===== config.mk =====
export PLATFORM = sky130hd
export DESIGN_NAME = vgm_command_device_scanner_flat
export DESIGN_NICKNAME = d
export VERILOG_FILES = /design/src/hw/rtl/vgmscan_pkg.sv /design/src/hw/rtl/vgmscan_if.sv /design/src/hw/rtl/vgm_command_device_scanner.sv /design/src/flat_wrapper.sv
export SDC_FILE = /design/constraint.sdc
export NUM_CORES = 1
export LEC_CHECK = 0
export ABC_AREA = 1
export BUFFER_PORTS_ARGS = -buffer_cell sky130_fd_sc_hd__buf_4
export CAP_MARGIN = 20
export CORE_MARGIN = 2
export CORE_UTILIZATION = 30
export DETAILED_ROUTE_END_ITERATION = 8
export PLACE_DENSITY = 0.46
export SLEW_MARGIN = 20
export SYNTH_ARGS = -nofsm -noshare
export SYNTH_HDL_FRONTEND = slang
export SYNTH_SLANG_ARGS = --single-unit

===== constraint.sdc =====
create_clock -name clock -period 9.3 [get_ports clock]
set_input_delay 0.465 -clock clock [delete_from_list [all_inputs] [get_ports clock]]
set_output_delay 0.465 -clock clock [all_outputs]
set_load 0.02 [all_outputs]

===== src/hw/rtl/vgmscan_pkg.sv =====
// Shared types, constants and decode tables for the command stream device scanner
package vgmscan_pkg;

   localparam int unsigned DEV_MASK_WIDTH = 43;
   localparam int unsigned VERSION_WIDTH  = 14;
   localparam int unsigned CHIP_WIDTH     = 6;
   localparam int unsigned OPLEN_WIDTH    = 4;
   localparam int unsigned MAX_CHIP       = 42;

   typedef logic [DEV_MASK_WIDTH-1:0] dev_mask_type;
   typedef logic [CHIP_WIDTH-1:0]     chip_type;
   typedef logic [1:0]                end_cause_type;
   typedef logic [2:0]                op_kind_type;

   localparam end_cause_type CAUSE_END_OPCODE = 2'd0;
   localparam end_cause_type CAUSE_UNKNOWN_OP = 2'd1;
   localparam end_cause_type CAUSE_RAN_OUT    = 2'd2;

   localparam op_kind_type KIND_UNKNOWN  = 3'd0;
   localparam op_kind_type KIND_END      = 3'd1;
   localparam op_kind_type KIND_PLAIN    = 3'd2;
   localparam op_kind_type KIND_DUALCHIP = 3'd3;
   localparam op_kind_type KIND_PARAM    = 3'd4;
   localparam op_kind_type KIND_STEREO   = 3'd5;
   localparam op_kind_type KIND_BLOCK    = 3'd6;
   localparam op_kind_type KIND_RAM      = 3'd7;

   localparam logic [7:0] OP_STEREO     = 8'h4f;
   localparam logic [7:0] OP_END        = 8'h66;
   localparam logic [7:0] OP_DATA_BLOCK = 8'h67;
   localparam logic [7:0] OP_RAM_WRITE  = 8'h68;
   localparam logic [7:0] STEREO_OFF    = 8'hff;

   localparam logic [VERSION_WIDTH-1:0] LONG_OPS_VERSION = VERSION_WIDTH'(160);

   typedef struct packed {
      op_kind_type              kind;
      chip_type                 chip;
      logic [OPLEN_WIDTH-1:0]   len;
   } op_decode_type;

   function automatic dev_mask_type chip_bit(input chip_type chip);
      dev_mask_type mask;
      mask = '0;
      if (chip != '0 && chip <= CHIP_WIDTH'(MAX_CHIP)) begin
         mask = dev_mask_type'(1) << chip;
      end
      return mask;
   endfunction

   function automatic chip_type ym_chip(input logic [3:0] lo);
      chip_type chip;
      case (lo)
         4'h1: chip = 6'd2;
         4'h2: chip = 6'd3;
         4'h3: chip = 6'd3;
         4'h4: chip = 6'd4;
         4'h5: chip = 6'd7;
         4'h6: chip = 6'd8;
         4'h7: chip = 6'd8;
         4'h8: chip = 6'd9;
         4'h9: chip = 6'd9;
         4'ha: chip = 6'd10;
         4'hb: chip = 6'd11;
         4'hc: chip = 6'd12;
         4'hd: chip = 6'd16;
         4'he: chip = 6'd13;
         4'hf: chip = 6'd13;
         default: chip = 6'd0;
      endcase
      return chip;
   endfunction

   function automatic chip_type b_param_chip(input logic [3:0] lo);
      chip_type chip;
      case (lo)
         4'h3: chip = 6'd20;
         4'h4: chip = 6'd21;
         4'h5: chip = 6'd22;
         4'h6: chip = 6'd23;
         4'h7: chip = 6'd24;
         4'h8: chip = 6'd25;
         4'h9: chip = 6'd28;
         4'ha: chip = 6'd30;
         4'hb: chip = 6'd31;
         4'hc: chip = 6'd34;
         4'hd: chip = 6'd36;
         4'he: chip = 6'd38;
         4'hf: chip = 6'd41;
         default: chip = 6'd0;
      endcase
      return chip;
   endfunction

   function automatic chip_type c_param_chip(input logic [3:0] lo);
      chip_type chip;
      case (lo)
         4'h3: chip = 6'd22;
         4'h5: chip = 6'd33;
         4'h6: chip = 6'd34;
         4'h7: chip = 6'd35;
         4'h8: chip = 6'd39;
         default: chip = 6'd0;
      endcase
      return chip;
   endfunction

   function automatic chip_type d_param_chip(input logic [3:0] lo);
      chip_type chip;
      case (lo)
         4'h0: chip = 6'd14;
         4'h1: chip = 6'd15;
         4'h3: chip = 6'd27;
         4'h4: chip = 6'd29;
         4'h5: chip = 6'd37;
         4'h6: chip = 6'd38;
         default: chip = 6'd0;
      endcase
      return chip;
   endfunction

   function automatic chip_type stream_chip(input logic [2:0] idx);
      chip_type chip;
      case (idx)
         3'd0: chip = 6'd3;
         3'd1: chip = 6'd6;
         3'd2: chip = 6'd17;
         3'd3: chip = 6'd18;
         3'd4: chip = 6'd24;
         3'd5: chip = 6'd28;
         3'd6: chip = 6'd33;
         3'd7: chip = 6'd21;
         default: chip = 6'd0;
      endcase
      return chip;
   endfunction

   function automatic chip_type dump_chip(input logic [4:0] idx);
      chip_type chip;
      case (idx)
         5'd0:  chip = 6'd5;
         5'd1:  chip = 6'd8;
         5'd2:  chip = 6'd9;
         5'd3:  chip = 6'd9;
         5'd4:  chip = 6'd14;
         5'd5:  chip = 6'd15;
         5'd6:  chip = 6'd16;
         5'd7:  chip = 6'd14;
         5'd8:  chip = 6'd12;
         5'd9:  chip = 6'd22;
         5'd10: chip = 6'd23;
         5'd11: chip = 6'd25;
         5'd12: chip = 6'd27;
         5'd13: chip = 6'd29;
         5'd14: chip = 6'd30;
         5'd15: chip = 6'd32;
         5'd16: chip = 6'd38;
         5'd17: chip = 6'd39;
         5'd18: chip = 6'd40;
         5'd19: chip = 6'd41;
         default: chip = 6'd0;
      endcase
      return chip;
   endfunction

   // Block type byte to chip: stream, compressed stream, dump and RAM write types
   function automatic chip_type block_chip(input logic [7:0] t);
      chip_type chip;
      chip = '0;
      if (!t[7]) begin
         if (t != 8'h7f && t[5:3] == 3'b000) begin
            chip = stream_chip(t[2:0]);
         end
      end else if (!t[6]) begin
         if (!t[5] && t[4:0] < 5'd20) begin
            chip = dump_chip(t[4:0]);
         end
      end else begin
         case (t)
            8'hc0: chip = 6'd6;
            8'hc1: chip = 6'd17;
            8'hc2: chip = 6'd21;
            8'he0: chip = 6'd33;
            8'he1: chip = 6'd37;
            default: chip = 6'd0;
         endcase
      end
      return chip;
   endfunction

   function automatic op_decode_type classify(input logic [7:0] op, input logic long_ops);
      op_decode_type d;
      logic [3:0]    lo;
      lo = op[3:0];
      d.kind = KIND_UNKNOWN;
      d.chip = '0;
      d.len  = '0;
      if (op == OP_END) begin
         d.kind = KIND_END;
      end else if (op == OP_STEREO) begin
         d.kind = KIND_STEREO;
      end else if (op == OP_DATA_BLOCK) begin
         d.kind = KIND_BLOCK;
      end else if (op == OP_RAM_WRITE) begin
         d.kind = KIND_RAM;
      end else if (op >= 8'h30 && op <= 8'h3f) begin
         d.kind = KIND_DUALCHIP; d.chip = 6'd1; d.len = 4'd1;
      end else if (op >= 8'h40 && op <= 8'h4e) begin
         d.kind = KIND_PLAIN; d.len = long_ops ? 4'd2 : 4'd1;
      end else if (op == 8'h50) begin
         d.kind = KIND_PLAIN; d.chip = 6'd1; d.len = 4'd1;
      end else if (op >= 8'h51 && op <= 8'h5f) begin
         d.kind = KIND_PLAIN; d.chip = ym_chip(lo); d.len = 4'd2;
      end else if (op >= 8'ha1 && op <= 8'haf) begin
         d.kind = KIND_DUALCHIP; d.chip = ym_chip(lo); d.len = 4'd2;
      end else if (op == 8'h61) begin
         d.kind = KIND_PLAIN; d.len = 4'd2;
      end else if (op == 8'h62 || op == 8'h63) begin
         d.kind = KIND_PLAIN;
      end else if (op == 8'h64) begin
         d.kind = KIND_PLAIN; d.len = 4'd3;
      end else if (op >= 8'h70 && op <= 8'h7f) begin
         d.kind = KIND_PLAIN;
      end else if (op >= 8'h80 && op <= 8'h8f) begin
         d.kind = KIND_PLAIN; d.chip = 6'd3;
      end else if (op == 8'h90 || op == 8'h91 || op == 8'h95) begin
         d.kind = KIND_PLAIN; d.len = 4'd4;
      end else if (op == 8'h92) begin
         d.kind = KIND_PLAIN; d.len = 4'd5;
      end else if (op == 8'h93) begin
         d.kind = KIND_PLAIN; d.len = 4'd10;
      end else if (op == 8'h94) begin
         d.kind = KIND_PLAIN; d.len = 4'd1;
      end else if (op == 8'ha0) begin
         d.kind = KIND_PARAM; d.chip = 6'd19; d.len = 4'd2;
      end else if (op == 8'hb0) begin
         d.kind = KIND_PLAIN; d.chip = 6'd6; d.len = 4'd2;
      end else if (op == 8'hb1) begin
         d.kind = KIND_PLAIN; d.chip = 6'd17; d.len = 4'd2;
      end else if (op == 8'hb2) begin
         d.kind = KIND_PLAIN; d.chip = 6'd18; d.len = 4'd2;
      end else if (op >= 8'hb3 && op <= 8'hbf) begin
         d.kind = KIND_PARAM; d.chip = b_param_chip(lo); d.len = 4'd2;
      end else if (op == 8'hc0) begin
         d.kind = KIND_PLAIN; d.chip = 6'd5; d.len = 4'd3;
      end else if (op == 8'hc1) begin
         d.kind = KIND_PLAIN; d.chip = 6'd6; d.len = 4'd3;
      end else if (op == 8'hc2) begin
         d.kind = KIND_PLAIN; d.chip = 6'd17; d.len = 4'd3;
      end else if (op == 8'hc4) begin
         d.kind = KIND_PLAIN; d.chip = 6'd32; d.len = 4'd3;
      end else if (op == 8'hc3 || (op >= 8'hc5 && op <= 8'hc8)) begin
         d.kind = KIND_PARAM; d.chip = c_param_chip(lo); d.len = 4'd3;
      end else if (op >= 8'hc9 && op <= 8'hcf) begin
         d.kind = KIND_PLAIN; d.len = 4'd3;
      end else if (op == 8'hd0 || op == 8'hd1 || (op >= 8'hd3 && op <= 8'hd6)) begin
         d.kind = KIND_PARAM; d.chip = d_param_chip(lo); d.len = 4'd3;
      end else if (op == 8'hd2 || (op >= 8'hd7 && op <= 8'hdf)) begin
         d.kind = KIND_PLAIN; d.len = 4'd3;
      end else if (op == 8'he1) begin
         d.kind = KIND_PARAM; d.chip = 6'd40; d.len = 4'd4;
      end else if (op == 8'he0 || op >= 8'he2) begin
         d.kind = KIND_PLAIN; d.len = 4'd4;
      end
      return d;
   endfunction

endpackage


===== src/hw/rtl/vgmscan_if.sv =====
// Valid/ready channel interfaces for the scanner's byte input and result output
interface vgmscan_req_if;
   logic       valid;
   logic       ready;
   logic [7:0] data_byte;
   logic       last_byte;

   modport source (output valid, output data_byte, output last_byte, input ready);
   modport sink   (input valid, input data_byte, input last_byte, output ready);
endinterface

interface vgmscan_rsp_if;
   logic                        valid;
   logic                        ready;
   vgmscan_pkg::dev_mask_type   single_devices;
   vgmscan_pkg::dev_mask_type   second_devices;
   vgmscan_pkg::end_cause_type  end_cause;

   modport source (output valid, output single_devices, output second_devices,
                   output end_cause, input ready);
   modport sink   (input valid, input single_devices, input second_devices,
                   input end_cause, output ready);
endinterface


===== src/hw/rtl/vgm_command_device_scanner.sv =====
// Command stream device scanner: opcode decode, operand skip and chip usage masks
// A result appears on rsp in the cycle after the byte that ends the scan is transferred.
// Throughput: one byte per cycle; the parse state is updated in a single pass per transfer.
// A byte is taken whenever the result register is empty or is being drained in the same cycle.
// Reset (synchronous, active high) clears the parse state, the masks, the result valid flag
// and the format version.
module vgm_command_device_scanner (
   input  logic                                         clock,
   input  logic                                         reset,
   input  logic                                         csr_write_enable,
   input  logic [vgmscan_pkg::VERSION_WIDTH-1:0]        csr_write_data,
   vgmscan_req_if.sink                                  req_if,
   vgmscan_rsp_if.source                                rsp_if
);

   localparam logic [3:0] PH_OPCODE   = 4'd0;
   localparam logic [3:0] PH_SKIP     = 4'd1;
   localparam logic [3:0] PH_STEREO   = 4'd2;
   localparam logic [3:0] PH_PARAM    = 4'd3;
   localparam logic [3:0] PH_BLK_PAD  = 4'd4;
   localparam logic [3:0] PH_BLK_TYPE = 4'd5;
   localparam logic [3:0] PH_BLK_SIZE = 4'd6;
   localparam logic [3:0] PH_RAM_PAD  = 4'd7;
   localparam logic [3:0] PH_RAM_TYPE = 4'd8;
   localparam logic [3:0] PH_RAM_ADDR = 4'd9;
   localparam logic [3:0] PH_RAM_SIZE = 4'd10;

   localparam int unsigned SKIP_WIDTH = 31;
   localparam logic [SKIP_WIDTH-1:0] RAM_ADDR_BYTES = SKIP_WIDTH'(6);

   logic [vgmscan_pkg::VERSION_WIDTH-1:0] format_version_ff;

   logic [3:0]                phase_ff, phase_in;
   logic [SKIP_WIDTH-1:0]     skip_ff, skip_in;
   logic [31:0]               size_acc_ff, size_acc_in;
   logic [1:0]                size_idx_ff, size_idx_in;
   vgmscan_pkg::chip_type     pending_chip_ff, pending_chip_in;
   vgmscan_pkg::dev_mask_type single_seen_ff, single_seen_in;
   vgmscan_pkg::dev_mask_type dual_seen_ff, dual_seen_in;
   logic                      finished_ff, finished_in;

   logic                       rsp_valid_ff;
   vgmscan_pkg::dev_mask_type  rsp_single_ff, rsp_dual_ff;
   vgmscan_pkg::end_cause_type rsp_cause_ff;

   logic                       req_transfer;
   logic                       stop;
   logic                       emit;
   vgmscan_pkg::end_cause_type cause;
   vgmscan_pkg::dev_mask_type  res_single, res_dual;
   vgmscan_pkg::op_decode_type dec;
   logic [7:0]                 b;
   logic [31:0]                size_word;
   logic [23:0]                ram_len;
   logic [SKIP_WIDTH-1:0]      skip_dec;
   logic [SKIP_WIDTH-1:0]      size_skip;

   assign req_if.ready = !rsp_valid_ff || rsp_if.ready;
   assign req_transfer = req_if.valid && req_if.ready;
   assign b            = req_if.data_byte;

   assign dec = vgmscan_pkg::classify(b, format_version_ff >= vgmscan_pkg::LONG_OPS_VERSION);

   assign size_word = size_acc_ff | (32'(b) << {size_idx_ff, 3'b000});
   assign ram_len   = size_word[23:0] - 24'd1;
   assign skip_dec  = (skip_ff != '0) ? skip_ff - SKIP_WIDTH'(1) : skip_ff;
   assign size_skip = (phase_ff == PH_BLK_SIZE) ? size_word[SKIP_WIDTH-1:0]
                                                : SKIP_WIDTH'(ram_len);

   always_comb begin
      phase_in        = phase_ff;
      skip_in         = skip_ff;
      size_acc_in     = size_acc_ff;
      size_idx_in     = size_idx_ff;
      pending_chip_in = pending_chip_ff;
      single_seen_in  = single_seen_ff;
      dual_seen_in    = dual_seen_ff;
      finished_in     = finished_ff;
      stop            = 1'b0;
      cause           = vgmscan_pkg::CAUSE_RAN_OUT;
      emit            = 1'b0;

      if (req_transfer && !finished_ff) begin
         case (phase_ff)
            PH_OPCODE: begin
               skip_in = SKIP_WIDTH'(dec.len);
               case (dec.kind)
                  vgmscan_pkg::KIND_END: begin
                     stop  = 1'b1;
                     cause = vgmscan_pkg::CAUSE_END_OPCODE;
                  end
                  vgmscan_pkg::KIND_UNKNOWN: begin
                     stop  = 1'b1;
                     cause = vgmscan_pkg::CAUSE_UNKNOWN_OP;
                  end
                  vgmscan_pkg::KIND_PLAIN: begin
                     single_seen_in = single_seen_ff | vgmscan_pkg::chip_bit(dec.chip);
                     phase_in = (dec.len != '0) ? PH_SKIP : PH_OPCODE;
                  end
                  vgmscan_pkg::KIND_DUALCHIP: begin
                     dual_seen_in = dual_seen_ff | vgmscan_pkg::chip_bit(dec.chip);
                     phase_in = (dec.len != '0) ? PH_SKIP : PH_OPCODE;
                  end
                  vgmscan_pkg::KIND_PARAM: begin
                     pending_chip_in = dec.chip;
                     skip_in  = SKIP_WIDTH'(dec.len) - SKIP_WIDTH'(1);
                     phase_in = PH_PARAM;
                  end
                  vgmscan_pkg::KIND_STEREO: phase_in = PH_STEREO;
                  vgmscan_pkg::KIND_BLOCK:  phase_in = PH_BLK_PAD;
                  default:                  phase_in = PH_RAM_PAD;
               endcase
            end
            PH_SKIP: begin
               skip_in = skip_dec;
               if (skip_dec == '0) begin
                  phase_in = PH_OPCODE;
               end
            end
            PH_RAM_ADDR: begin
               skip_in = skip_dec;
               if (skip_dec == '0) begin
                  phase_in = PH_RAM_SIZE;
               end
            end
            PH_STEREO: begin
               if (b != vgmscan_pkg::STEREO_OFF) begin
                  single_seen_in = single_seen_ff |
                                   vgmscan_pkg::chip_bit(vgmscan_pkg::chip_type'(
                                                         vgmscan_pkg::MAX_CHIP));
               end
               phase_in = PH_OPCODE;
            end
            PH_PARAM: begin
               // top bit of the first operand selects the second instance
               if (b[7]) begin
                  dual_seen_in = dual_seen_ff | vgmscan_pkg::chip_bit(pending_chip_ff);
               end else begin
                  single_seen_in = single_seen_ff | vgmscan_pkg::chip_bit(pending_chip_ff);
               end
               phase_in = (skip_ff != '0) ? PH_SKIP : PH_OPCODE;
            end
            PH_BLK_PAD: phase_in = PH_BLK_TYPE;
            PH_RAM_PAD: phase_in = PH_RAM_TYPE;
            PH_BLK_TYPE, PH_RAM_TYPE: begin
               single_seen_in = single_seen_ff |
                                vgmscan_pkg::chip_bit(vgmscan_pkg::block_chip(b));
               size_acc_in = '0;
               size_idx_in = '0;
               if (phase_ff == PH_BLK_TYPE) begin
                  phase_in = PH_BLK_SIZE;
               end else begin
                  skip_in  = RAM_ADDR_BYTES;
                  phase_in = PH_RAM_ADDR;
               end
            end
            PH_BLK_SIZE, PH_RAM_SIZE: begin
               size_acc_in = size_word;
               size_idx_in = size_idx_ff + 2'd1;
               if (size_idx_ff == 2'd3) begin
                  skip_in  = size_skip;
                  phase_in = (size_skip != '0) ? PH_SKIP : PH_OPCODE;
               end
            end
            default: phase_in = PH_OPCODE;
         endcase

         if (req_if.last_byte) begin
            stop = 1'b1;
         end
         if (stop) begin
            emit        = 1'b1;
            finished_in = 1'b1;
         end
      end

      res_single = single_seen_in;
      res_dual   = dual_seen_in;

      if (req_transfer && req_if.last_byte) begin
         phase_in        = PH_OPCODE;
         skip_in         = '0;
         size_acc_in     = '0;
         size_idx_in     = '0;
         pending_chip_in = '0;
         single_seen_in  = '0;
         dual_seen_in    = '0;
         finished_in     = 1'b0;
      end
   end

   always_ff @(posedge clock) begin
      if (reset) begin
         format_version_ff <= '0;
      end else if (csr_write_enable) begin
         format_version_ff <= csr_write_data;
      end
   end

   always_ff @(posedge clock) begin
      if (reset) begin
         phase_ff        <= PH_OPCODE;
         skip_ff         <= '0;
         size_acc_ff     <= '0;
         size_idx_ff     <= '0;
         pending_chip_ff <= '0;
         single_seen_ff  <= '0;
         dual_seen_ff    <= '0;
         finished_ff     <= 1'b0;
      end else begin
         phase_ff        <= phase_in;
         skip_ff         <= skip_in;
         size_acc_ff     <= size_acc_in;
         size_idx_ff     <= size_idx_in;
         pending_chip_ff <= pending_chip_in;
         single_seen_ff  <= single_seen_in;
         dual_seen_ff    <= dual_seen_in;
         finished_ff     <= finished_in;
      end
   end

   // result register
   always_ff @(posedge clock) begin
      if (reset) begin
         rsp_valid_ff <= 1'b0;
      end else if (emit) begin
         rsp_valid_ff <= 1'b1;
      end else if (rsp_if.ready) begin
         rsp_valid_ff <= 1'b0;
      end
   end

   always_ff @(posedge clock) begin
      if (emit) begin
         rsp_single_ff <= res_single;
         rsp_dual_ff   <= res_dual;
         rsp_cause_ff  <= cause;
      end
   end

   assign rsp_if.valid          = rsp_valid_ff;
   assign rsp_if.single_devices = rsp_single_ff;
   assign rsp_if.second_devices = rsp_dual_ff;
   assign rsp_if.end_cause      = rsp_cause_ff;

endmodule


===== src/flat_wrapper.sv =====
// flat-port wrapper written by rule: the top's interface ports become plain ports
module vgm_command_device_scanner_flat 
  (clock, reset, csr_write_enable, csr_write_data, req_if_valid, req_if_data_byte, req_if_last_byte, req_if_ready, rsp_if_valid, rsp_if_single_devices, rsp_if_second_devices, rsp_if_end_cause, rsp_if_ready);
  vgmscan_req_if req_if_i ();
  vgmscan_rsp_if rsp_if_i ();
  input  logic clock;
  input  logic reset;
  input  logic csr_write_enable;
  input  logic [vgmscan_pkg::VERSION_WIDTH-1:0] csr_write_data;
  input wire logic [$bits(req_if_i.valid)-1:0] req_if_valid;
  input wire logic [$bits(req_if_i.data_byte)-1:0] req_if_data_byte;
  input wire logic [$bits(req_if_i.last_byte)-1:0] req_if_last_byte;
  output wire logic [$bits(req_if_i.ready)-1:0] req_if_ready;
  output wire logic [$bits(rsp_if_i.valid)-1:0] rsp_if_valid;
  output wire logic [$bits(rsp_if_i.single_devices)-1:0] rsp_if_single_devices;
  output wire logic [$bits(rsp_if_i.second_devices)-1:0] rsp_if_second_devices;
  output wire logic [$bits(rsp_if_i.end_cause)-1:0] rsp_if_end_cause;
  input wire logic [$bits(rsp_if_i.ready)-1:0] rsp_if_ready;
  assign req_if_i.valid = req_if_valid;
  assign req_if_i.data_byte = req_if_data_byte;
  assign req_if_i.last_byte = req_if_last_byte;
  assign req_if_ready = req_if_i.ready;
  assign rsp_if_valid = rsp_if_i.valid;
  assign rsp_if_single_devices = rsp_if_i.single_devices;
  assign rsp_if_second_devices = rsp_if_i.second_devices;
  assign rsp_if_end_cause = rsp_if_i.end_cause;
  assign rsp_if_i.ready = rsp_if_ready;
  vgm_command_device_scanner u_core (.clock(clock), .reset(reset), .csr_write_enable(csr_write_enable), .csr_write_data(csr_write_data), .req_if(req_if_i), .rsp_if(rsp_if_i));
endmodule

## Word level (Yosys, flattened, before mapping)

Memory sizes are Yosys's and may differ from the RTL's.
Cells that the tools add are included.

| word-level totals | value |
|---|---|
| register bits | 265 |
| memory bits (read-only) | 496 |
| input bits | 28 |
| output and inout bits | 90 |
| memories | 5 |

| cells by class | value |
|---|---|
| $add $sub $neg | 4 |
| magnitude comparators | 28 |
| equality and inequality tests | 60 |
| shift-type cells | 4 |
| multiplexer cells | 153 |
| bitwise gates (word level) | 6 |
| reductions and logical operators | 57 |

Memory list:

| name | words | width | rd ports | clocked after Yosys merged registers in | write ports | RTL line | RTL |
|---|---|---|---|---|---|---|---|
| (name not given) | 32 | 6 | 1 | 0 | 0 | vgmscan_pkg.sv:140 | `case (idx)` |
| (name not given) | 16 | 6 | 1 | 0 | 0 | vgmscan_pkg.sv:76 | `case (lo)` |
| (name not given) | 16 | 5 | 1 | 0 | 0 | vgmscan_pkg.sv:53 | `case (lo)` |
| (name not given) | 16 | 5 | 1 | 0 | 0 | vgmscan_pkg.sv:53 |  |
| (name not given) | 8 | 6 | 1 | 0 | 0 | vgmscan_pkg.sv:124 | `case (idx)` |

Operators with widths:

| cell | number |
|---|---|
| $mux W43 | 24 |
| $mux W13 | 33 |
| $or A43 B43 Y43 | 5 |
| $mux W10 | 18 |
| $pmux W43 S4 | 1 |
| $eq A8 B8 Y1 const B | 20 |
| $mux W31 | 5 |
| $shl A1 B6 Y43 const A | 3 |
| $pmux W31 S4 | 1 |
| $mux W6 | 16 |
| $pmux W43 S2 | 1 |
| $eq A8 B7 Y1 const B | 9 |
| $ge A8 B8 Y1 const B | 8 |
| $pmux W32 S2 | 1 |
| $reduce_bool A31 Y1 | 2 |
| $mux W4 | 15 |
| $pmux W6 S5 | 2 |
| $le A8 B8 Y1 const B | 7 |
| $mux W3 | 17 |
| $pmux W6 S6 | 1 |
| $eq A4 B3 Y1 const B | 8 |
| $or A32 B32 Y32 | 1 |
| $pmux W4 S8 | 1 |
| $shl A8 B5 Y32 | 1 |
| 41 further kinds | 112 |

## Logic depth before layout (Yosys ltp)

Gate-level depths: netlist of the first run.

| logic depth | value |
|---|---|
| depth in word-level cells | 75 |
| depth in mapped cells | 27 |

## Worst setup path after synthesis of the first run

Ideal clock, no wire load.

| path | value |
|---|---|
| path type | input -> register |
| from | input port req_if_data_byte[0] |
| to | register u_core.rsp_cause_ff[0] (netlist: u_core.rsp_if.end_cause[0]), enable pin |
| setup time | 0.450 ns |
| arrival | 4.327 ns |
| path slack | 4.523 ns |
| stages | 16 |
| path buffers | 1 |
| cell sequence | clkbuf_1 > inv_1 > ha_1 > nand2_1 > nand2_1 > inv_2 > a21oi_1 > nor2_1 > o21ai_1 > inv_2 > nand2_1 > nor4_1 > nand2_1 > nand2_2 > nand3_1 > nand2_1 |

| between the ends | value |
|---|---|
| word-level cells in the longest chain between the ends | 61 |
| elaborated cells on any way between the ends | 131 |

RTL lines:

| what | RTL line | RTL |
|---|---|---|
| start: declaration | flat_wrapper.sv:11 | `input wire logic [$bits(req_if_i.data_byte)-1:0] req_if_data_byte;` |
| $ge A8 B8 Y1 or $eq A8 B8 Y1 (tied branches) | vgmscan_pkg.sv:262 | `end else if (op == 8'he0 \|\| op >= 8'he2) begin` |
| $logic_or A1 B1 Y1 | vgmscan_pkg.sv:262 |  |
| $mux W2 | vgmscan_pkg.sv:262 |  |
| $mux W3 | vgmscan_pkg.sv:260 | `end else if (op == 8'he1) begin` |
| $mux W3 | vgmscan_pkg.sv:258 | `end else if (op == 8'hd2 \|\| (op >= 8'hd7 && op <= 8'hdf)) begin` |
| $mux W13 | vgmscan_pkg.sv:256 | `end else if (op == 8'hd0 \|\| op == 8'hd1 \|\| (op >= 8'hd3 && op <= 8'hd6)) begin` |
| $mux W3 | vgmscan_pkg.sv:254 | `end else if (op >= 8'hc9 && op <= 8'hcf) begin` |
| $mux W13 | vgmscan_pkg.sv:252 | `end else if (op == 8'hc3 \|\| (op >= 8'hc5 && op <= 8'hc8)) begin` |
| (+46 left out) | - |  |
| $reduce_or A2 Y1 (no source line) (*) | - |  |
| $mux W1 (*) | vgm_command_device_scanner.sv:87 | `case (dec.kind)` |
| $mux W1 (*) | vgm_command_device_scanner.sv:84 | `case (phase_ff)` |
| $mux W1 (*) | vgm_command_device_scanner.sv:168 | `if (req_if.last_byte) begin` |
| $mux W1 (*) | vgm_command_device_scanner.sv:83 | `if (req_transfer && !finished_ff) begin` |
| $mux W1 (*) | vgm_command_device_scanner.sv:171 | `if (stop) begin` |
| $mux W1 (*) | vgm_command_device_scanner.sv:83 |  |
| named net u_core.emit | vgm_command_device_scanner.sv:48 | `logic emit;` |
| end signal: assignment | vgm_command_device_scanner.sv:237 | `rsp_cause_ff <= cause;` |
| end: declaration | vgm_command_device_scanner.sv:44 | `vgmscan_pkg::end_cause_type rsp_cause_ff;` |

Mark *: on every way through the listed nets, which the timed path passes. The rest lies on a longest branch. The select of a mux whose other input is x is not followed.
A chain may end at the register's enable or synchronous reset.

## Worst setup path in the final report of the first run

| path | value |
|---|---|
| from | register u_core.phase_ff[0] |
| to | register u_core.skip_ff[11] |

| between the ends | value |
|---|---|
| word-level cells in the longest chain between the ends | 4 |
| elaborated cells on any way between the ends | 17 |

RTL lines:

| what | RTL line | RTL |
|---|---|---|
| start: declaration | vgm_command_device_scanner.sv:33 | `logic [3:0] phase_ff, phase_in;` |
| start signal: assignment | vgm_command_device_scanner.sv:211 | `phase_ff <= phase_in;` |
| $eq A4 B3 Y1, or another cell as far along | vgm_command_device_scanner.sv:67, vgm_command_device_scanner.sv:84 |  |
| $mux W31, or another cell as far along | vgm_command_device_scanner.sv:67 | `assign size_skip = (phase_ff == PH_BLK_SIZE) ? size_word[SKIP_WIDTH-1:0]` |
| $mux W31, or another cell as far along | vgm_command_device_scanner.sv:160 | `if (size_idx_ff == 2'd3) begin` |
| $pmux W31 S4 or $reduce_and A4 Y1 (tied branches) | - |  |
| end signal: assignment | vgm_command_device_scanner.sv:212 | `skip_ff <= skip_in;` |
| end: declaration | vgm_command_device_scanner.sv:34 | `logic [SKIP_WIDTH-1:0] skip_ff, skip_in;` |

Parallel ways exist; a longest one is shown, timed or not. The select of a mux whose other input is x is not followed.

==> results of run 1 <==
-- kinds of logic (layout without fill, tap and decap cells) --
family / after synthesis / in the layout / share of synthesized area
AOI/OAI and AO/OA: 432 / 432 / 0.163
buffers and inverters: 446 / 540 / 0.108
xor gates and xnor gates: 43 / 43 / 0.0236
adders and majority gates: 18 / 18 / 0.0141
and+or+nand+nor: 1122 / 1122 / 0.312
DFF: 259 / 259 / 0.379
-- worst paths after layout --
kind                       startpoint                            to  depth (start not counted)
max                u_core.phase_ff[0]            u_core.skip_ff[11]                         13
min reg2reg  u_core.single_seen_ff[0]      u_core.single_seen_ff[0]                          2
max reg2reg        u_core.phase_ff[0]            u_core.skip_ff[11]                         13
min                csr_write_data[13]  u_core.format_version_ff[13]                          3
-- power groups by stage --
stage / Combinational [mW] / Sequential (mW) / Clock (mW)
after floorplan: 0.820 / 1.52 / 0
after global placement: 1.35 / 1.44 / 0
after detailed placement: 1.35 / 1.44 / 0
after CTS: 1.35 / 1.42 / 1.43
after global routing: 1.49 / 1.43 / 1.47
final: 1.36 / 1.42 / 1.39
-- per-stage QoR --
step | setup WS, ps | cell area, µm² | hold slack, ps | power, mW | instances
after floorplan | 4520 | 16000 | 407 | 2.34 | 2320
after global placement | 4240 | 17500 | 413 | 2.79 | 3042
after detailed placement | 4230 | 17500 | 417 | 2.79 | 3042
after CTS | 4630 | 18600 | 129 | 4.20 | 3102
after global routing | 4230 | 18600 | 144 | 4.40 | 3102
final | 4560 | 18600 | 152 | 4.16 | 3102
-- placed cells by master (no fill, tap or decap), drive strengths merged, types with 4 or more instances in the layout --
cell	instances
nor3	83
and2	26
o221a	4
nand2	475
nor2	321
nand3	153
a211oi	8
clkinv	18
edfxtp	88
xnor2	5
o221ai	22
buf	129
xor2	38
o211ai	19
clkbuf	46
dfxtp	171
or2	6
nand4	45
inv	343
nor4	9
o21ai	135
ha	18
a31oi	13
a21oi	162
o22ai	11
o21bai	11
a22oi	29
-- registers in the layout (all words and copies together), names as in the netlist, 2 cells and up --
register	count
u_core.size_idx_ff	2
u_core.dual_seen_ff	43
u_core.rsp_if.second_devices	43
u_core.size_acc_ff	31
u_core.phase_ff	4
u_core.pending_chip_ff	6
u_core.rsp_if.single_devices	43
u_core.single_seen_ff	43
u_core.rsp_if.end_cause	2
u_core.skip_ff	31
u_core.format_version_ff	9
-- layer usage --
metal | vias to the layer above | share of wire
met5 | - | 0
met4 | 0 | 0.029
met3 | 97 | 0.047
met2 | 443 | 0.48
met1 | 7530 | 0.44
li1 | 7797 | -
-- worst max-delay path, cell delays in order (launching register included) --
cell,delay (ps)
sky130_fd_sc_hd__dfxtp_1,380
sky130_fd_sc_hd__inv_1,90
sky130_fd_sc_hd__nor2_1,170
sky130_fd_sc_hd__inv_1,90
sky130_fd_sc_hd__nor2_2,620
sky130_fd_sc_hd__clkinv_1,780
sky130_fd_sc_hd__nand2_1,260
sky130_fd_sc_hd__inv_2,100
sky130_fd_sc_hd__a211oi_4,200
sky130_fd_sc_hd__buf_4,380
sky130_fd_sc_hd__nand2_1,540
sky130_fd_sc_hd__inv_1,570
sky130_fd_sc_hd__o21ai_0,160
sky130_fd_sc_hd__o221a_2,250
-- cell type report --
| cell class | instances | area share |
|---|---|---|
| clock buffer | 46 | 0.0536 |
| clock inverter | 14 | 0.00987 |
| sequential | 259 | 0.325 |
| timing repair buffer | 129 | 0.0520 |
| inverter | 351 | 0.0708 |
| multi-input combinational | 1615 | 0.442 |
| tap | 688 | 0.0462 |
==> impl_metrics.tcl, run 1 <==
set metrics [dict create \
    status "complete, no violations" \
    top_level_ports 118 \
    num_vias 15867 \
    seq_power_share 0.340 \
    final_hold_viol_count 0 \
    tightest_slew_ps 1050 \
    track_usage 0.211 \
    worst_clock_skew_ps 17.4 \
    groute.layer.met2.usage 0.361 \
    tritoncts_num_sinks 259 \
    post_cts_resized 0 \
    core_region_area_mm2 0.0527 \
    first_global_vias 15053 \
    grt_antenna_before_repair 0 \
    post_cts_hold_buffer_count 0 \
    avgViaCountPerCell 5.12 \
    ir_worst_vdd_mv 0.116 \
    die_width_um 235 \
    postCtsSetupBuffers 0 \
    ant_nets 0 \
    groute.layer.met1.usage 0.272 \
    worstPathArrival_ps 5170 \
    detail_route.wl_per_cell_um 19.2 \
    synth_top_flop_cell "sky130_fd_sc_hd__dfxtp_1" \
    grt_most_used_layer "met2" \
    final_cell_utilization_of_the_core 0.354 \
    detailedRoute.firstPassIterationCount 6 \
    gp_congestion 0.935 \
    synthDominantCellAreaShare 0.214 \
    timing.max_slew.rel_slack 0.293 \
    switching_share 0.377 \
    htree_levels 2 \
    row_count 84 \
    synth.ff_latch_count 259 \
    synth_area_leader_cell "sky130_fd_sc_hd__dfxtp_1" \
    p_int_mw 2.59 \
    die_footprint_mm2 0.0552 \
    ratio_of_cells_with_drive_above_1_in_the_final_layout 0.117 \
    pwr_density_cell_mw_per_mm2 223 \
    antenna_cells_inserted 0 \
    synth.net_count 2366 \
    io_buffer_count 112 \
    synth_area_mm2 0.0160 \
    final_critical_delay_including_setup_and_external_delays_ps 4740 \
    totalNegativeSetupSlack_ps 0 \
    max_clock_freq_mhz 211 \
    yosysWarnings 0 \
    dp_hpwl_um 43900 \
    post_synth_arst_share 0 \
    area_growth_syn_to_layout_pct 16.6 \
    final_nets 2436 \
    cap_violations 0 \
    cts.root.buffer_cell "sky130_fd_sc_hd__clkbuf_16" \
    chipHeight_um 235 \
    r2r_setup_slack_ps 4560 \
    power_switching_mw 1.57 \
    cts_tree "yes" \
    finalMaxSlewViolations 0 \
    register_area_mm2 0.00607 \
    grt_pass1_wl_um 91600 \
    grt_setup_unrepaired "false" \
    cts-root-to-sink-buffers 3 \
    critical_path.max_fanout 34 \
    syn_avg_cell_area_um2 6.89 \
    pwr-share-clk 0.334 \
    detail_route.wirelength_um 59500 \
    cts_buffers 34 \
    grt.overflow.total 0 \
    grt_start_max_net_pins 82 \
    multi_input_area_mm2 0.00824 \
    fill_cells 5653 \
    ys_types 63 \
    power.leakage_nw 8.06 \
    synthMostInstantiatedCell "sky130_fd_sc_hd__nand2_1" \
    synth.area.top_cells "sky130_fd_sc_hd__dfxtp_1 21%, sky130_fd_sc_hd__edfxtp_1 17%, sky130_fd_sc_hd__nand2_1 11%, sky130_fd_sc_hd__inv_1 7.5%, sky130_fd_sc_hd__nor2_1 7.2%" \
    path_clk_slew_ps 60 \
    synth_seq_area_share 0.379 \
    combinationalPowerShare 0.326 \
    remaining_drc_errors 0 \
    netlist_instances 2320 \
    hold_class "input port to register" \
    synth_enable_flop_cells 88 \
    final_clock_period_utilization_by_the_worst_path 0.510 \
    critical_path_required_ps 9730 \
    synth.top_cells.by_count "462 x sky130_fd_sc_hd__nand2_1, 319 x sky130_fd_sc_hd__inv_1, 305 x sky130_fd_sc_hd__nor2_1, 171 x sky130_fd_sc_hd__dfxtp_1, 151 x sky130_fd_sc_hd__a21oi_1" \
    drt_iter0_markers 1213 \
    clock_latency_ps 550 \
    start_util 0.304 \
    globalRouteMet3Util 0.0284 \
    finalSetupViolations 0 \
    kind_of_capture_point_of_the_worst_setup_path "register" \
    timing.setup.critical_path_class "register to register" \
    startpoint_type "register" \
]
Power figures use the tool's default switching activity.
==> run 2, diff against run 1 <==
PLACE_DENSITY = 0.48   (was 0.46)
clock period = 3.9 ns   (was 9.3 ns; I/O delays follow)
==> impl_metrics.tcl, run 2 (synthesis results as in run 1) <==
set metrics [dict create \
    register_area_mm2 0.00607 \
    cts-root-to-sink-buffers 3 \
    path_clk_slew_ps 60 \
    antenna_cells_inserted 0 \
    grt_most_used_layer "met2" \
    die_footprint_mm2 0.0552 \
    worst-r2r-cell-count 20 \
    critical_path.max_fanout 7 \
    critical-path-max-stage-delay_ps 490 \
    gp_congestion 0.934 \
    drt_iter0_markers 1258 \
    final_cell_mix "459 x sky130_fd_sc_hd__nand2_1, 319 x sky130_fd_sc_hd__inv_1, 302 x sky130_fd_sc_hd__nor2_1, 182 x sky130_fd_sc_hd__buf_4, 171 x sky130_fd_sc_hd__dfxtp_1" \
    area_growth_syn_to_layout_pct 19.7 \
    dp_hpwl_um 44600 \
    totalNegativeSetupSlack_ps 0 \
    worst_path_max_delay_cell "sky130_fd_sc_hd__dfxtp_1" \
    dpl_cell_area_mm2 0.0179 \
    r2r_setup_slack_ps 470 \
    tritoncts_num_sinks 259 \
    power.leakage_nw 8.35 \
    grt_pass1_wl_um 91400 \
    start_util 0.304 \
    dpl_worst_slack_ps 313 \
    grt_setup_unrepaired "false" \
    finalSetupViolations 0 \
    final_critical_delay_including_setup_and_external_delays_ps 3430 \
    path_buf_inv 3 \
    groute.layer.met2.usage 0.359 \
    worstHoldStart "req_if_data_byte[6]" \
    worst_hold_path.num_cells 3 \
    globalRouteMet3Util 0.0303 \
    kind_of_capture_point_of_the_worst_setup_path "register" \
    tightest_slew_ps 1060 \
    die_width_um 235 \
    final.setup.worst_slack_ps 472 \
    cts_tree "yes" \
    grt.overflow.total 0 \
    layoutNonFillerInstCount 3175 \
    hold_class "input port to register" \
    multi_input_area_mm2 0.00823 \
    worst_clock_skew_ps 31.0 \
    timing.critical_path.max_delay_family "simple AND/OR/NAND/NOR gates" \
    final_clock_period_utilization_by_the_worst_path 0.879 \
    worst_r2r_startpoint "u_core.size_idx_ff[1]" \
    grt_antenna_before_repair 1 \
    io_buffer_count 112 \
    fin_total_pwr_mw 9.73 \
    critical_path_required_ps 4310 \
    pwr_density_cell_mw_per_mm2 508 \
    grt_start_max_net_pins 81 \
    htree_levels 1 \
    startpoint_type "register" \
    final_area_mm2 0.0191 \
    layout.cells.most_common "sky130_fd_sc_hd__nand2_1" \
    track_usage 0.209 \
    ratio_of_cells_with_drive_above_1_in_the_final_layout 0.133 \
    num_vias 16047 \
    ant_nets 0 \
    status "complete, no violations" \
    post_cts_resized 0 \
    timing.max_slew.rel_slack 0.296 \
    cap_violations 0 \
    first_global_vias 15741 \
    core_region_area_mm2 0.0527 \
    remaining_drc_errors 0 \
    cts_buffers 31 \
    row_count 84 \
    avgViaCountPerCell 5.05 \
    groute.layer.met1.usage 0.261 \
    path_cells "inv_2 -> nand3_1 -> nand2_1 -> inv_1 -> ha_1 -> inv_1 -> nor2_1 -> nand2_1 -> nor3_1 -> nand4_1 -> xor2_1 -> nand2_1 -> nor2_1 -> nand3_1 -> nor2_1 -> nand2_1 -> nand2_1 -> nand3_1 -> o21ai_1 -> a21oi_1" \
    cts.root.buffer_cell "sky130_fd_sc_hd__clkbuf_16" \
    final_nets 2508 \
    final_hold_viol_count 0 \
    worst_r2r_end "u_core.phase_ff[0]" \
    detail_route.wl_per_cell_um 18.6 \
    critical-path-top-cell-by-count "sky130_fd_sc_hd__nand2_1" \
    timing.setup.critical_path_class "register to register" \
    hold_path_sink "u_core.size_acc_ff[14]" \
    postCtsSetupBuffers 0 \
    post_cts_hold_buffer_count 20 \
    chipHeight_um 235 \
    clock_latency_ps 600 \
    fill_cells 5628 \
    worstPathArrival_ps 3840 \
    placedCellCount 3097 \
    top_level_ports 118 \
    ir_worst_vdd_mv 0.344 \
    max_clock_freq_mhz 292 \
    detailedRoute.firstPassIterationCount 7 \
    finalMaxSlewViolations 0 \
    detail_route.wirelength_um 59100 \
]
## run 2: cell types whose count changed in the layout (fill, tap and decap cells not counted), moves of 4 or more
cell	before	now
sky130_fd_sc_hd__clkinv_1	11	16
sky130_fd_sc_hd__clkbuf_8	4	0
sky130_fd_sc_hd__buf_4	129	182
sky130_fd_sc_hd__clkinvlp_4	1	5
sky130_fd_sc_hd__clkbuf_16	37	31
sky130_fd_sc_hd__dlygate4sd3_1	0	20
## run 2: layout make-up
class / count / area share
repair buffers: 204 / 0.0840
clock inverters: 25 / 0.0137
clock buffers: 33 / 0.0409
well taps: 688 / 0.0450
multi-input cells: 1615 / 0.430
inverters: 351 / 0.0691
flip-flops and latches: 259 / 0.317
## run 2: power breakdown
| part | internal (mW) | total (mW) | switching (mW) |
|---|---|---|---|
| Combinational | 1.09 | 3.37 | 2.28 |
| Clock | 1.73 | 2.99 | 1.26 |
| Sequential | 3.19 | 3.37 | 0.183 |
## run 2: metal layers
layer / part of all wire / up-vias / wire [µm]
li1: - / 7949 / -
met3: 0.048 / 118 / 2850
met5: 0.00022 / - / 13
met2: 0.48 / 466 / 28300
met4: 0.042 / 2 / 2500
met1: 0.43 / 7512 / 25500
## run 2: worst min-delay path, delay by kind of cell
family,cells,cell delay (ps)
and+or+nand+nor,1,160
AOI/OAI and AO/OA,1,160
buffers and inverters,1,180
## run 2: worst max-delay path by stage
stage	startpoint	endpoint	slack, ps	cells after the start
global placement	req_if_data_byte[1]	u_core.skip_ff[23]	400	22
finish	u_core.size_idx_ff[1]	u_core.phase_ff[0]	470	20
detailed placement	req_if_data_byte[1]	u_core.skip_ff[23]	310	22
global route	u_core.size_idx_ff[1]	u_core.phase_ff[0]	120	20
CTS	u_core.size_idx_ff[1]	u_core.phase_ff[0]	570	20
floorplan	req_if_data_byte[0]	u_core.rsp_if.end_cause[0]	220	16
## run 2: metrics by stage
step	util	hold WS, ps
floorplan	-	330
global placement	0.340	416
detailed placement	0.340	418
CTS	0.363	145
global route	0.363	199
finish	0.363	175
